### src/rtl/bba_pkg.sv
// bba_pkg: shared constants, codes and types of the bitmap block allocator
// no dependencies; imported by bba_if, bba_summary and the core (bba_ram does not use it)
`timescale 1ns / 1ps
`default_nettype none

package bba_pkg;

	localparam int unsigned CHUNKS_DEF       = 64;
	localparam int unsigned CHUNK_IDX_W_MAX  = 10;
	localparam int unsigned BLOCKS_PER_CHUNK = 32;
	localparam int unsigned BIT_W            = $clog2(BLOCKS_PER_CHUNK);
	localparam int unsigned INDEX_W          = 11;
	localparam int unsigned FREE_CHUNK_W     = INDEX_W - BIT_W;
	localparam int unsigned OFFSET_W         = 23;
	localparam int unsigned BYTES_W          = 13;
	localparam int unsigned STATUS_W         = 2;
	localparam int unsigned PROD_W           = INDEX_W + BYTES_W;

	typedef enum logic {
		CMD_ALLOC = 1'b0,
		CMD_FREE  = 1'b1
	} cmd_t;

	typedef enum logic [STATUS_W-1:0] {
		ST_OK        = 2'd0,
		ST_POOL_FULL = 2'd1,
		ST_BAD_FREE  = 2'd2
	} status_t;

	typedef enum logic [1:0] {
		S_IDLE,
		S_FIND,
		S_MOD,
		S_OUT
	} state_t;

	// update of the chunk summary from the sequencer
	typedef struct packed {
		logic                       wr;
		logic                       open;
		logic                       full;
		logic [CHUNK_IDX_W_MAX-1:0] chunk;
	} sum_upd_t;

endpackage

`default_nettype wire

### src/rtl/bba_if.sv
// bba_if: request, result and register-write channel interfaces
// depends on bba_pkg for field widths
`timescale 1ns / 1ps
`default_nettype none

interface bba_req_if import bba_pkg::*; ();
	logic               valid;
	logic               ready;
	logic               command;
	logic [INDEX_W-1:0] block_index;
	logic               clear_block;

	modport source (output valid, command, block_index, clear_block, input ready);
	modport sink   (input valid, command, block_index, clear_block, output ready);
endinterface

interface bba_rsp_if import bba_pkg::*; ();
	logic                valid;
	logic                ready;
	logic [INDEX_W-1:0]  granted_index;
	logic [OFFSET_W-1:0] byte_offset;
	logic                clear_needed;
	logic [STATUS_W-1:0] status;

	modport source (output valid, granted_index, byte_offset, clear_needed, status,
		input ready);
	modport sink   (input valid, granted_index, byte_offset, clear_needed, status,
		output ready);
endinterface

interface bba_cfg_if import bba_pkg::*; ();
	logic               valid;
	logic               ready;
	logic [BYTES_W-1:0] block_bytes;

	modport source (output valid, block_bytes, input ready);
	modport sink   (input valid, block_bytes, output ready);
endinterface

`default_nettype wire

### src/rtl/bba_ram.sv
// bba_ram: generic single-clock ram, one write and one read port
// registered read data, no reset on the array; no dependencies
`timescale 1ns / 1ps
`default_nettype none

module bba_ram #(
	parameter int unsigned WIDTH  = 32,
	parameter int unsigned DEPTH  = 64,
	parameter int unsigned ADDR_W = (DEPTH > 1) ? $clog2(DEPTH) : 1
) (
	input  wire logic              clk,
	input  wire logic              we,
	input  wire logic [ADDR_W-1:0] waddr,
	input  wire logic [WIDTH-1:0]  wdata,
	input  wire logic              re,
	input  wire logic [ADDR_W-1:0] raddr,
	output logic      [WIDTH-1:0]  rdata
);

	logic [WIDTH-1:0] mem_q [DEPTH];
	logic [WIDTH-1:0] rdata_q;

	always_ff @(posedge clk) begin
		if (we) begin
			mem_q[waddr] <= wdata;
		end
		if (re) begin
			rdata_q <= mem_q[raddr];
		end
	end

	assign rdata = rdata_q;

endmodule

`default_nettype wire

### src/rtl/bba_summary.sv
// bba_summary: open-chunk count, per-chunk full flags and first-fit chunk search
// depends on bba_pkg (sum_upd_t)
`timescale 1ns / 1ps
`default_nettype none

module bba_summary import bba_pkg::*; #(
	parameter int unsigned CHUNKS  = CHUNKS_DEF,
	parameter int unsigned CHUNK_W = (CHUNKS > 1) ? $clog2(CHUNKS) : 1,
	parameter int unsigned OPEN_W  = $clog2(CHUNKS + 1)
) (
	input  wire logic               clk,
	input  wire logic               arst_n,
	input  wire sum_upd_t           upd,
	output logic      [OPEN_W-1:0]  open_cnt,
	output logic                    found,
	output logic      [CHUNK_W-1:0] found_chunk
);

	logic [CHUNKS-1:0] full_q;
	logic [OPEN_W-1:0] open_q;
	logic [CHUNKS-1:0] avail;

	always_ff @(posedge clk or negedge arst_n) begin
		if (!arst_n) begin
			full_q <= '0;
			open_q <= '0;
		end else begin
			if (upd.wr) begin
				full_q[CHUNK_W'(upd.chunk)] <= upd.full;
			end
			if (upd.open) begin
				open_q <= open_q + OPEN_W'(1);
			end
		end
	end

	// lowest open chunk with room
	always_comb begin
		found       = 1'b0;
		found_chunk = '0;
		for (int n = 0; n < CHUNKS; n++) begin
			avail[n] = (OPEN_W'(n) < open_q) && !full_q[n];
		end
		for (int n = CHUNKS - 1; n >= 0; n--) begin
			if (avail[n]) begin
				found       = 1'b1;
				found_chunk = CHUNK_W'(n);
			end
		end
	end

	assign open_cnt = open_q;

endmodule

`default_nettype wire

### src/rtl/bitmap_block_allocator_core.sv
// bitmap_block_allocator_core: top level, request sequencer and result register
// depends on bba_pkg, bba_if, bba_ram and bba_summary
//
// Fixed-size block allocator, first fit over chunks of 32 blocks.
// Channels: req (sink) takes a request of command, block_index, clear_block;
// rsp (source) gives granted_index, byte_offset, clear_needed, status; cfg
// (sink) writes block_bytes and is always ready. Every request gives one
// result.
// An allocate that finds a chunk with room, and every in-range free, passes
// from acceptance to a valid result through S_FIND (search with bitmap read),
// S_MOD (bitmap modify and write-back) and S_OUT (result register). Opening a
// new chunk, pool full and a bad free skip the read and S_MOD. One request is
// in flight at a time: a new request is accepted only in S_IDLE, after the
// last has left S_OUT, as the bitmap memory has a single read-modify-write.
// Reset clears the open-chunk count and full flags; the bitmap memory needs
// no clearing pass, as a chunk's entry is written when it is opened.
// A stalled receiver holds the result register; a new request is still
// accepted and runs until its own result waits for the register to drain.
`timescale 1ns / 1ps
`default_nettype none

module bitmap_block_allocator_core import bba_pkg::*; #(
	parameter int unsigned CHUNKS = CHUNKS_DEF
) (
	input wire logic clk,
	input wire logic arst_n,
	bba_cfg_if.sink  cfg,
	bba_req_if.sink  req,
	bba_rsp_if.source rsp
);

	localparam int unsigned CHUNK_W = (CHUNKS > 1) ? $clog2(CHUNKS) : 1;
	localparam int unsigned OPEN_W  = $clog2(CHUNKS + 1);
	localparam int unsigned CMP_W   = (OPEN_W > FREE_CHUNK_W) ? OPEN_W : FREE_CHUNK_W;

	// sequencer state
	state_t state_q, state_nxt;

	// block size register
	logic [BYTES_W-1:0] block_bytes_q;

	// request captured at acceptance
	cmd_t               cmd_s1;
	logic [INDEX_W-1:0] idx_s1;
	logic               clr_s1;
	logic [CHUNK_W-1:0] chunk_s1;
	logic [CHUNK_W-1:0] chunk_nxt;
	logic               chunk_load;

	// pending result
	logic [INDEX_W-1:0] gidx_s2, gidx_nxt;
	logic               clr_s2, clr_nxt;
	status_t            st_s2, st_nxt;
	logic               res_load;

	// result register
	logic                out_valid_q;
	logic [INDEX_W-1:0]  out_gidx_q;
	logic [OFFSET_W-1:0] out_offset_q;
	logic                out_clr_q;
	status_t             out_st_q;
	logic                out_load;
	logic [PROD_W-1:0]   prod;

	// bitmap memory
	logic                        ram_we, ram_re;
	logic [CHUNK_W-1:0]          ram_waddr, ram_raddr;
	logic [BLOCKS_PER_CHUNK-1:0] ram_wdata, ram_rdata;

	// chunk summary
	sum_upd_t           upd;
	logic [OPEN_W-1:0]  open_cnt;
	logic               found;
	logic [CHUNK_W-1:0] found_chunk;

	// free target and bitmap edit
	logic [FREE_CHUNK_W-1:0]     free_chunk;
	logic [BIT_W-1:0]            free_bit;
	logic [BIT_W-1:0]            zero_bit;
	logic [BLOCKS_PER_CHUNK-1:0] bit_sel;

	logic req_fire;

	assign req_fire   = req.valid && req.ready;
	assign req.ready  = (state_q == S_IDLE);
	assign cfg.ready  = 1'b1;
	assign free_chunk = idx_s1[INDEX_W-1:BIT_W];
	assign free_bit   = idx_s1[BIT_W-1:0];

	bba_ram #(
		.WIDTH  (BLOCKS_PER_CHUNK),
		.DEPTH  (CHUNKS),
		.ADDR_W (CHUNK_W)
	) u_bitmap_ram (
		.clk   (clk),
		.we    (ram_we),
		.waddr (ram_waddr),
		.wdata (ram_wdata),
		.re    (ram_re),
		.raddr (ram_raddr),
		.rdata (ram_rdata)
	);

	bba_summary #(
		.CHUNKS  (CHUNKS),
		.CHUNK_W (CHUNK_W),
		.OPEN_W  (OPEN_W)
	) u_summary (
		.clk         (clk),
		.arst_n      (arst_n),
		.upd         (upd),
		.open_cnt    (open_cnt),
		.found       (found),
		.found_chunk (found_chunk)
	);

	// lowest free bit of the bitmap just read
	always_comb begin
		zero_bit = '0;
		for (int b = BLOCKS_PER_CHUNK - 1; b >= 0; b--) begin
			if (!ram_rdata[b]) begin
				zero_bit = BIT_W'(b);
			end
		end
	end

	always_ff @(posedge clk or negedge arst_n) begin
		if (!arst_n) begin
			state_q <= S_IDLE;
		end else begin
			state_q <= state_nxt;
		end
	end

	always_comb begin
		state_nxt  = state_q;
		ram_we     = 1'b0;
		ram_waddr  = '0;
		ram_wdata  = '0;
		ram_re     = 1'b0;
		ram_raddr  = '0;
		upd        = '0;
		chunk_load = 1'b0;
		chunk_nxt  = '0;
		res_load   = 1'b0;
		gidx_nxt   = '0;
		clr_nxt    = 1'b0;
		st_nxt     = ST_OK;
		out_load   = 1'b0;
		bit_sel    = '0;
		case (state_q)
			S_IDLE: begin
				if (req_fire) begin
					state_nxt = S_FIND;
				end
			end
			S_FIND: begin
				if (cmd_s1 == CMD_ALLOC) begin
					if (found) begin
						// chunk with room: fetch its bitmap
						ram_re     = 1'b1;
						ram_raddr  = found_chunk;
						chunk_load = 1'b1;
						chunk_nxt  = found_chunk;
						state_nxt  = S_MOD;
					end else if (open_cnt < OPEN_W'(CHUNKS)) begin
						// open the next chunk and grant its block 0
						ram_we     = 1'b1;
						ram_waddr  = CHUNK_W'(open_cnt);
						ram_wdata  = BLOCKS_PER_CHUNK'(1);
						upd.wr     = 1'b1;
						upd.open   = 1'b1;
						upd.full   = 1'b0;
						upd.chunk  = CHUNK_IDX_W_MAX'(open_cnt);
						res_load   = 1'b1;
						gidx_nxt   = INDEX_W'({CHUNK_W'(open_cnt), BIT_W'(0)});
						clr_nxt    = clr_s1;
						st_nxt     = ST_OK;
						state_nxt  = S_OUT;
					end else begin
						res_load  = 1'b1;
						st_nxt    = ST_POOL_FULL;
						state_nxt = S_OUT;
					end
				end else begin
					if (CMP_W'(free_chunk) < CMP_W'(open_cnt)) begin
						ram_re     = 1'b1;
						ram_raddr  = CHUNK_W'(free_chunk);
						chunk_load = 1'b1;
						chunk_nxt  = CHUNK_W'(free_chunk);
						state_nxt  = S_MOD;
					end else begin
						res_load  = 1'b1;
						st_nxt    = ST_BAD_FREE;
						state_nxt = S_OUT;
					end
				end
			end
			S_MOD: begin
				ram_we    = 1'b1;
				ram_waddr = chunk_s1;
				upd.wr    = 1'b1;
				upd.chunk = CHUNK_IDX_W_MAX'(chunk_s1);
				res_load  = 1'b1;
				st_nxt    = ST_OK;
				if (cmd_s1 == CMD_ALLOC) begin
					bit_sel[zero_bit] = 1'b1;
					ram_wdata = ram_rdata | bit_sel;
					upd.full  = (ram_wdata == '1);
					gidx_nxt  = INDEX_W'({chunk_s1, zero_bit});
					clr_nxt   = clr_s1;
				end else begin
					bit_sel[free_bit] = 1'b1;
					ram_wdata = ram_rdata & ~bit_sel;
					upd.full  = 1'b0;
				end
				state_nxt = S_OUT;
			end
			S_OUT: begin
				// wait for the result register to drain
				if (!out_valid_q || rsp.ready) begin
					out_load  = 1'b1;
					state_nxt = S_IDLE;
				end
			end
			default: begin
				state_nxt = S_IDLE;
			end
		endcase
	end

	always_ff @(posedge clk or negedge arst_n) begin
		if (!arst_n) begin
			block_bytes_q <= BYTES_W'(1);
		end else if (cfg.valid && cfg.ready) begin
			block_bytes_q <= cfg.block_bytes;
		end
	end

	// request and intermediate payload, no reset
	always_ff @(posedge clk) begin
		if (req_fire) begin
			cmd_s1 <= cmd_t'(req.command);
			idx_s1 <= req.block_index;
			clr_s1 <= req.clear_block;
		end
		if (chunk_load) begin
			chunk_s1 <= chunk_nxt;
		end
		if (res_load) begin
			gidx_s2 <= gidx_nxt;
			clr_s2  <= clr_nxt;
			st_s2   <= st_nxt;
		end
	end

	// byte offset wraps to its low bits
	assign prod = PROD_W'(gidx_s2) * PROD_W'(block_bytes_q);

	always_ff @(posedge clk or negedge arst_n) begin
		if (!arst_n) begin
			out_valid_q <= 1'b0;
		end else if (out_load) begin
			out_valid_q <= 1'b1;
		end else if (rsp.ready) begin
			out_valid_q <= 1'b0;
		end
	end

	always_ff @(posedge clk) begin
		if (out_load) begin
			out_gidx_q   <= gidx_s2;
			out_offset_q <= prod[OFFSET_W-1:0];
			out_clr_q    <= clr_s2;
			out_st_q     <= st_s2;
		end
	end

	assign rsp.valid         = out_valid_q;
	assign rsp.granted_index = out_gidx_q;
	assign rsp.byte_offset   = out_offset_q;
	assign rsp.clear_needed  = out_clr_q;
	assign rsp.status        = out_st_q;

	// open count stays within the pool
	a_open_bound: assert property (@(posedge clk) disable iff (!arst_n)
		open_cnt <= OPEN_W'(CHUNKS))
		else $error("open chunk count beyond pool size");

	// the summary only sends allocations to chunks that have room
	a_alloc_room: assert property (@(posedge clk) disable iff (!arst_n)
		(state_q == S_MOD && cmd_s1 == CMD_ALLOC) |-> (ram_rdata != '1))
		else $error("allocation targeted a full chunk");

	// pool full is reported only with every chunk open
	a_full_all_open: assert property (@(posedge clk) disable iff (!arst_n)
		(out_load && st_s2 == ST_POOL_FULL) |-> (open_cnt == OPEN_W'(CHUNKS)))
		else $error("pool full reported with chunks left to open");

	// a result is loaded only after a request has gone through the search
	a_load_after_find: assert property (@(posedge clk) disable iff (!arst_n)
		out_load |-> ($past(state_q) == S_FIND || $past(state_q) == S_MOD
			|| $past(state_q) == S_OUT))
		else $error("result loaded without a request in flight");

endmodule

`default_nettype wire
### src/flat_wrapper.sv
// flat-port wrapper written by rule: the top's interface ports become plain ports
module bitmap_block_allocator_core_flat import bba_pkg::*;
#(
	parameter int unsigned CHUNKS = CHUNKS_DEF
)
  (clk, arst_n, cfg_valid, cfg_block_bytes, cfg_ready, req_valid, req_command, req_block_index, req_clear_block, req_ready, rsp_valid, rsp_granted_index, rsp_byte_offset, rsp_clear_needed, rsp_status, rsp_ready);
  bba_cfg_if cfg_i ();
  bba_req_if req_i ();
  bba_rsp_if rsp_i ();
  input wire logic clk;
  input wire logic arst_n;
  input wire logic [$bits(cfg_i.valid)-1:0] cfg_valid;
  input wire logic [$bits(cfg_i.block_bytes)-1:0] cfg_block_bytes;
  output wire logic [$bits(cfg_i.ready)-1:0] cfg_ready;
  input wire logic [$bits(req_i.valid)-1:0] req_valid;
  input wire logic [$bits(req_i.command)-1:0] req_command;
  input wire logic [$bits(req_i.block_index)-1:0] req_block_index;
  input wire logic [$bits(req_i.clear_block)-1:0] req_clear_block;
  output wire logic [$bits(req_i.ready)-1:0] req_ready;
  output wire logic [$bits(rsp_i.valid)-1:0] rsp_valid;
  output wire logic [$bits(rsp_i.granted_index)-1:0] rsp_granted_index;
  output wire logic [$bits(rsp_i.byte_offset)-1:0] rsp_byte_offset;
  output wire logic [$bits(rsp_i.clear_needed)-1:0] rsp_clear_needed;
  output wire logic [$bits(rsp_i.status)-1:0] rsp_status;
  input wire logic [$bits(rsp_i.ready)-1:0] rsp_ready;
  assign cfg_i.valid = cfg_valid;
  assign cfg_i.block_bytes = cfg_block_bytes;
  assign cfg_ready = cfg_i.ready;
  assign req_i.valid = req_valid;
  assign req_i.command = req_command;
  assign req_i.block_index = req_block_index;
  assign req_i.clear_block = req_clear_block;
  assign req_ready = req_i.ready;
  assign rsp_valid = rsp_i.valid;
  assign rsp_granted_index = rsp_i.granted_index;
  assign rsp_byte_offset = rsp_i.byte_offset;
  assign rsp_clear_needed = rsp_i.clear_needed;
  assign rsp_status = rsp_i.status;
  assign rsp_i.ready = rsp_ready;
  bitmap_block_allocator_core #(.CHUNKS(CHUNKS)) u_core (.clk(clk), .arst_n(arst_n), .cfg(cfg_i), .req(req_i), .rsp(rsp_i));
endmodule
### config.mk
export PLATFORM = sky130hd
export DESIGN_NAME = bitmap_block_allocator_core_flat
export DESIGN_NICKNAME = d
export VERILOG_FILES = /design/src/rtl/bba_pkg.sv /design/src/rtl/bba_if.sv /design/src/rtl/bba_ram.sv /design/src/rtl/bba_summary.sv /design/src/rtl/bitmap_block_allocator_core.sv /design/src/flat_wrapper.sv
export SDC_FILE = /design/constraint.sdc
export NUM_CORES = 2
export LEC_CHECK = 0
export BUFFER_PORTS_ARGS = -buffer_cell sky130_fd_sc_hd__buf_2
export CORE_MARGIN = 3
export CORE_UTILIZATION = 50
export CTS_CLUSTER_SIZE = 28
export DETAILED_ROUTE_END_ITERATION = 10
export PLACE_DENSITY = 0.65
export SKIP_LAST_GASP = 1
export SLEW_MARGIN = 20
export SYNTH_ARGS = -nofsm -noshare
export SYNTH_HDL_FRONTEND = slang
export SYNTH_HIERARCHICAL = 1
export SYNTH_SLANG_ARGS = --single-unit
export TNS_END_PERCENT = 100
### constraint.sdc
create_clock -name clk -period 9.1 [get_ports clk]
set_input_delay 1.82 -clock clk [delete_from_list [all_inputs] [get_ports clk]]
set_output_delay 1.82 -clock clk [all_outputs]
set_load 0.05 [all_outputs]
# ---- After elaboration in Yosys (flattened, before gate mapping)
# Memories as Yosys holds them, arrays and structs flattened. A register that Yosys moved wholly into a read port is not among the register bits.
# Index checks and enable logic that the tools add are counted.
dict set report word_totals {
  ff_bits 157
  ramBits 2048
  elab_cells 462
  n_memories 1
}
dict set report classes {
  addsub 1
  mul 1
  magnitude_cmp 72
  eq_ne 6
  mux 225
  bitwise 3
  reduce_logical 137
}
# memory depth width rd rd_ports_with_merged_regs write_ports line_no
set memory_table {}
lappend memory_table {u_core.u_bitmap_ram.mem_q 64 32 1 1 1 bba_ram.sv:20} ;# logic [WIDTH-1:0] mem_q [DEPTH];
# operator count
set ops {}
lappend ops {{$mux 6} 71}
lappend ops {{$lt 6x7->1 const A} 32}
lappend ops {{$mux 5} 32}
lappend ops {{$lt 5x7->1 const A} 16}
lappend ops {{$mux 32} 3}
lappend ops {{$mux 1} 93}
lappend ops {{$logic_and 1x1->1} 68}
lappend ops {{$logic_not 1->1} 65}
lappend ops {{$bwmux 64} 1}
lappend ops {{$pmux 32 s2} 1}
lappend ops {{$lt 4x7->1 const A} 8}
lappend ops {{$mux 11} 4}
lappend ops {{$pmux 11 s2} 2}
lappend ops {{$mux 13} 3}
lappend ops {{$and 32x32->32} 1}
lappend ops {{$eq 32x32->1 const B} 1}
lappend ops {{$not 32->32} 1}
lappend ops {{$or 32x32->32} 1}
lappend ops {{$lt 3x7->1 const A} 4}
lappend ops {{$mul 11x13->23} 1}
lappend ops {{$lt 1x7->1 const A} 2}
lappend ops {{$lt 2x7->1 const A} 2}
lappend ops {{$lt 5x6->1 const B} 2}
lappend ops {{$mux 2} 6}
lappend ops {{19 further kinds} 25}

# ---- Logic depth before layout (Yosys ltp)
dict set report logic_depth {
  depth_word 74
  ltp_mapped 23
}

# ---- Hierarchy
# The synthesis kept the hierarchy.
# mod n_inst cells_per_inst area_per_inst_um2 seq_area_each_um2
set modules_own_cells {}
lappend modules_own_cells {bba_ram 1 3324 78835.6 62459.9}
lappend modules_own_cells {bitmap_block_allocator_core 1 952 9188.8 2503.7}
lappend modules_own_cells {bba_summary 1 573 5094.9 1776.7}

# ---- Worst setup path after synthesis
# OpenSTA, ideal clock, no wires.
dict set report synth_path {
  path_type {register -> register}
  from {register u_core.u_summary.open_q[5], in the netlist u_core/u_summary/open_cnt[5]}
  to {memory u_core.u_bitmap_ram.mem_q[0][0], data pin}
  setup_ps 724
  t_arrival_ps 5887
  required_ps 8376
  path_slack_ps 2489
  stages_incl_launch_ff 13
  period_less_slack_ps 6611
  path_cell_list {dfrtp_1 -> buf_6 -> nor4b_4 -> a21oi_1 -> o41ai_4 -> nand3_2 -> or2_1 -> nor4_2 -> nand2_1 -> nor3b_1 -> nor2b_1 -> o21a_1 -> a21boi_0}
}
dict set report synth_via {
  elab_chain_cells 69
}
# item line_no
set synth_rtl {}
lappend synth_rtl {{start: declaration} bba_summary.sv:20} ;# logic [OPEN_W-1:0] open_q;
lappend synth_rtl {{start signal: assignment} bba_summary.sv:32} ;# open_q <= open_q + OPEN_W'(1);
lappend synth_rtl {{$lt 6x7->1} bba_summary.sv:42} ;# avail[n] = (OPEN_W'(n) < open_q) && !full_q[n];
lappend synth_rtl {{$logic_and 1x1->1} bba_summary.sv:42}
lappend synth_rtl {{$mux 1 (63 in a row)} bba_summary.sv:45} ;# if (avail[n]) begin
lappend synth_rtl {{$mux 1 *} bba_summary.sv:45}
lappend synth_rtl {{net u_core.found} bitmap_block_allocator_core.sv:73} ;# logic found;
lappend synth_rtl {{$mux 32 *} bitmap_block_allocator_core.sv:159} ;# if (found) begin
lappend synth_rtl {{$mux 32 *} bitmap_block_allocator_core.sv:158} ;# if (cmd_s1 == CMD_ALLOC) begin
lappend synth_rtl {{$pmux 32 s2 *} bitmap_block_allocator_core.sv:151} ;# case (state_q)
lappend synth_rtl {{net u_core.ram_wdata[0]} bitmap_block_allocator_core.sv:68} ;# logic [BLOCKS_PER_CHUNK-1:0] ram_wdata, ram_rdata;
lappend synth_rtl {{end: declaration} bba_ram.sv:20}
# The timed path passes the listed nets; every way through them passes the cells marked *.

# ---- Worst setup path in the final report
dict set report layout_path {
  from {register u_core.u_summary.open_q[2], in the netlist u_core/u_summary/open_cnt[2]}
  to {memory u_core.u_bitmap_ram.mem_q[20][20] (enable)}
}
# item line_no
set layout_rtl {}
lappend layout_rtl {{$lt 6x7->1} bba_summary.sv:42}
lappend layout_rtl {{$logic_and 1x1->1} bba_summary.sv:42}
lappend layout_rtl {{$mux 1 (63 in a row)} bba_summary.sv:45}
lappend layout_rtl {{$mux 1 *} bba_summary.sv:45}
lappend layout_rtl {{net u_core.found} bitmap_block_allocator_core.sv:73}
lappend layout_rtl {{$mux 6 *} bitmap_block_allocator_core.sv:159}
lappend layout_rtl {{$mux 6 *} bitmap_block_allocator_core.sv:158}
lappend layout_rtl {{$pmux 6 s2 *} bitmap_block_allocator_core.sv:151}
lappend layout_rtl {{net u_core.ram_waddr[4]} bitmap_block_allocator_core.sv:67} ;# logic [CHUNK_W-1:0] ram_waddr, ram_raddr;
# Marks and branches as above.

==> results.json <==
{
  "cts-hold-fix-buffers": 0,
  "hold_viol_final": 0,
  "place_hpwl_um": 148000,
  "clk_latency_ns": 0.85,
  "hold_depth": 0,
  "cellPowerDensity_nw_per_um2": 308,
  "clock-sinks": 2237,
  "remaining_drc_errors": 0,
  "rows": 157,
  "met2_usage_pct": 38.3,
  "cp-start-kind": "register",
  "syn2layout_area_growth_pct": 12.5,
  "finalWorstSetupSlack_ns": 1.81,
  "final_cell_count_no_fill": 7702,
  "die_area_um2": 191000,
  "worst_pin_slew_ns": 1.14,
  "rr_startpoint": "u_core/u_summary/open_cnt[2]",
  "htreeDepth": 4,
  "start_util_pct": 50.6,
  "nets": 5255,
  "dpl_worst_slack_ns": 1.86,
  "grt_first_pass_wirelength_um": 349000,
  "grt_max_degree": 107,
  "drt.antenna.violating_nets": 0,
  "drv_slew": 0,
  "cts-root-buf": "clkbuf_16",
  "crit_start": "u_core/u_summary/open_cnt[2]",
  "maxCapViolCount": 0,
  "path_class": "register to register",
  "grt_util_all_layers_pct": 25.4,
  "met3_usage_pct": 4.55,
  "p_leak_uw": 0.0336,
  "hold_path_class": "register to register",
  "cts_buffer_depth": 3,
  "grt_pass1_vias": 48500,
  "status": "finished clean",
  "cp_max_fo": 23,
  "fp.coreArea_um2": 184000,
  "fin_area_um2": 105000,
  "ir_drop_uv": 541,
  "max_freq_ghz": 0.137,
  "gp_congestion": 0.928,
  "die_h_um": 438,
  "whs_ns": 0.425,
  "post-route-min-period_ns": 7.29,
  "use_met1_pct": 37.4,
  "slew_headroom_pct": 24.3,
  "drive_gt1_share_pct": 25.4,
  "post_cts_buffers": 0,
  "rsz0062_at_grt": "no",
  "yosysWarnings": 6,
  "register_area_um2": 66700,
  "wirelength_um": 241000,
  "antenna_found_initial": 17,
  "portBuffers": 69,
  "post_drt_via_cell_ratio": 6.29,
  "finalCritPeriodShare_pct": 80.1,
  "grt-busiest-layer": "met2",
  "fill_cells": 13600,
  "post_drt_wl_per_cell_um": 31.3,
  "cp.arrival_ns": 7.82,
  "drt_pass1_iterations": 8,
  "numCtsBuffers": 218,
  "setup_viol": 0,
  "synth_area_um2": 93100,
  "syn_inst": 4848,
  "cts_resized": 0,
  "hold_start": "u_core/clr_s2",
  "vias": 48500,
  "critPathCaptureType": "register",
  "fin_skew_ns": 0.0360,
  "multi_input_area_um2": 25500,
  "clkTransAtPathRegs_ns": 0.06,
  "reg2regPathDepth": 14,
  "cts_tree": "built",
  "syn_area_per_cell_um2": 19.2,
  "tns_ns": 0,
  "grt_overflow_total": 0,
  "placed_cells": 7297,
  "synth_fp_nets": 5046,
  "critPathRequiredTime_ns": 9.63,
  "drt_iter0_markers": 6266,
  "boundaryPins": 71,
  "dpl_cell_area_um2": 97700,
  "dieWidth_um": 438
}
[per-stage QoR]
step / utilization, % / total power, uW
floorplan: - / 20400
global placement: 53.1 / 23600
detailed placement: 53.1 / 23700
CTS: 56.8 / 32500
global route: 56.9 / 34000
finish: 56.9 / 32300
[state kept, by name, indices dropped and copies added, names as in the netlist, 2 cells and up]
| name | count |
|---|---|
| u_core/u_bitmap_ram/mem_q | 2048 |
| u_core/state_q | 2 |
| u_core/chunk_s1 | 6 |
| u_core/st_s2 | 2 |
| u_core/u_bitmap_ram/rdata | 32 |
| u_core/rsp.status | 2 |
| u_core/u_summary/full_q | 64 |
| u_core/rsp.granted_index | 11 |
| u_core/gidx_s2 | 11 |
| u_core/block_bytes_q | 13 |
| u_core/idx_s1 | 11 |
| u_core/u_summary/open_cnt | 7 |
| u_core/rsp.byte_offset | 23 |
[layer usage]
| metal | up-vias | part of all wire, % |
|---|---|---|
| met2 | 2284 | 46 |
| met5 | - | 0 |
| met3 | 344 | 8.5 |
| met4 | 0 | 4.0 |
| li1 | 20100 | - |
| met1 | 25800 | 41 |
[worst max-delay path: stages, from the launching register on]
cell and delay, ns:
dfrtp_1 0.73, nor3_4 0.69, a21oi_1 0.28, o41ai_4 0.46, nand3_2 0.13, or2_1 0.27, nor4_2 0.22, nand2_1 0.18
nor3b_1 0.48, nor2b_1 0.62, and2_1 0.34, a22o_1 0.76, nand2_1 0.68, nor2_4 0.76, buf_4 0.35
[report_power, final]
group	internal [uW]	total, uW	leakage, uW	switching, uW
registers	12800	13200	0.0210	376
clock network	5040	8800	0.00338	3760
logic	3820	10300	0.00922	6470
[final cells by class]
type | count | share of cell area (%)
multi-input cells | 2206 | 24.3
clock buffers | 272 | 5.58
clock inverters | 126 | 1.06
diodes | 3 | 0.00717
flip-flops and latches | 2237 | 63.7
repair buffers | 251 | 1.86
well taps | 2464 | 2.94
inverters | 143 | 0.512
[cells in the final DEF (no fill, tap or decap), types with 27 or more instances in the layout]
cell,count
fa_1,97
dfrtp_1,86
nor2b_1,27
buf_4,166
nand3_1,28
mux2i_1,93
nor2_1,151
clkinv_2,30
mux2_2,78
nor2_4,66
and2_1,86
a21oi_1,156
clkinv_1,55
nand2_1,195
o22ai_1,89
clkbuf_1,44
inv_1,139
mux4_2,544
clkbuf_16,226
buf_2,68
ha_1,70
o21ai_0,64
edfxtp_1,2150
o221ai_1,29
[worst paths after layout]
path                                                          end  slack (ns)
worst max register to register  u_core/u_bitmap_ram/mem_q[20][20]        1.81
worst max-delay path            u_core/u_bitmap_ram/mem_q[20][20]        1.81
worst min-delay path                      u_core/rsp.clear_needed        0.43
min in group asynchronous             u_core/u_summary/full_q[16]        0.86
worst min register to register            u_core/rsp.clear_needed        0.43
max in group asynchronous             u_core/u_summary/full_q[51]        7.05
(Power assumes the default switching activity.)
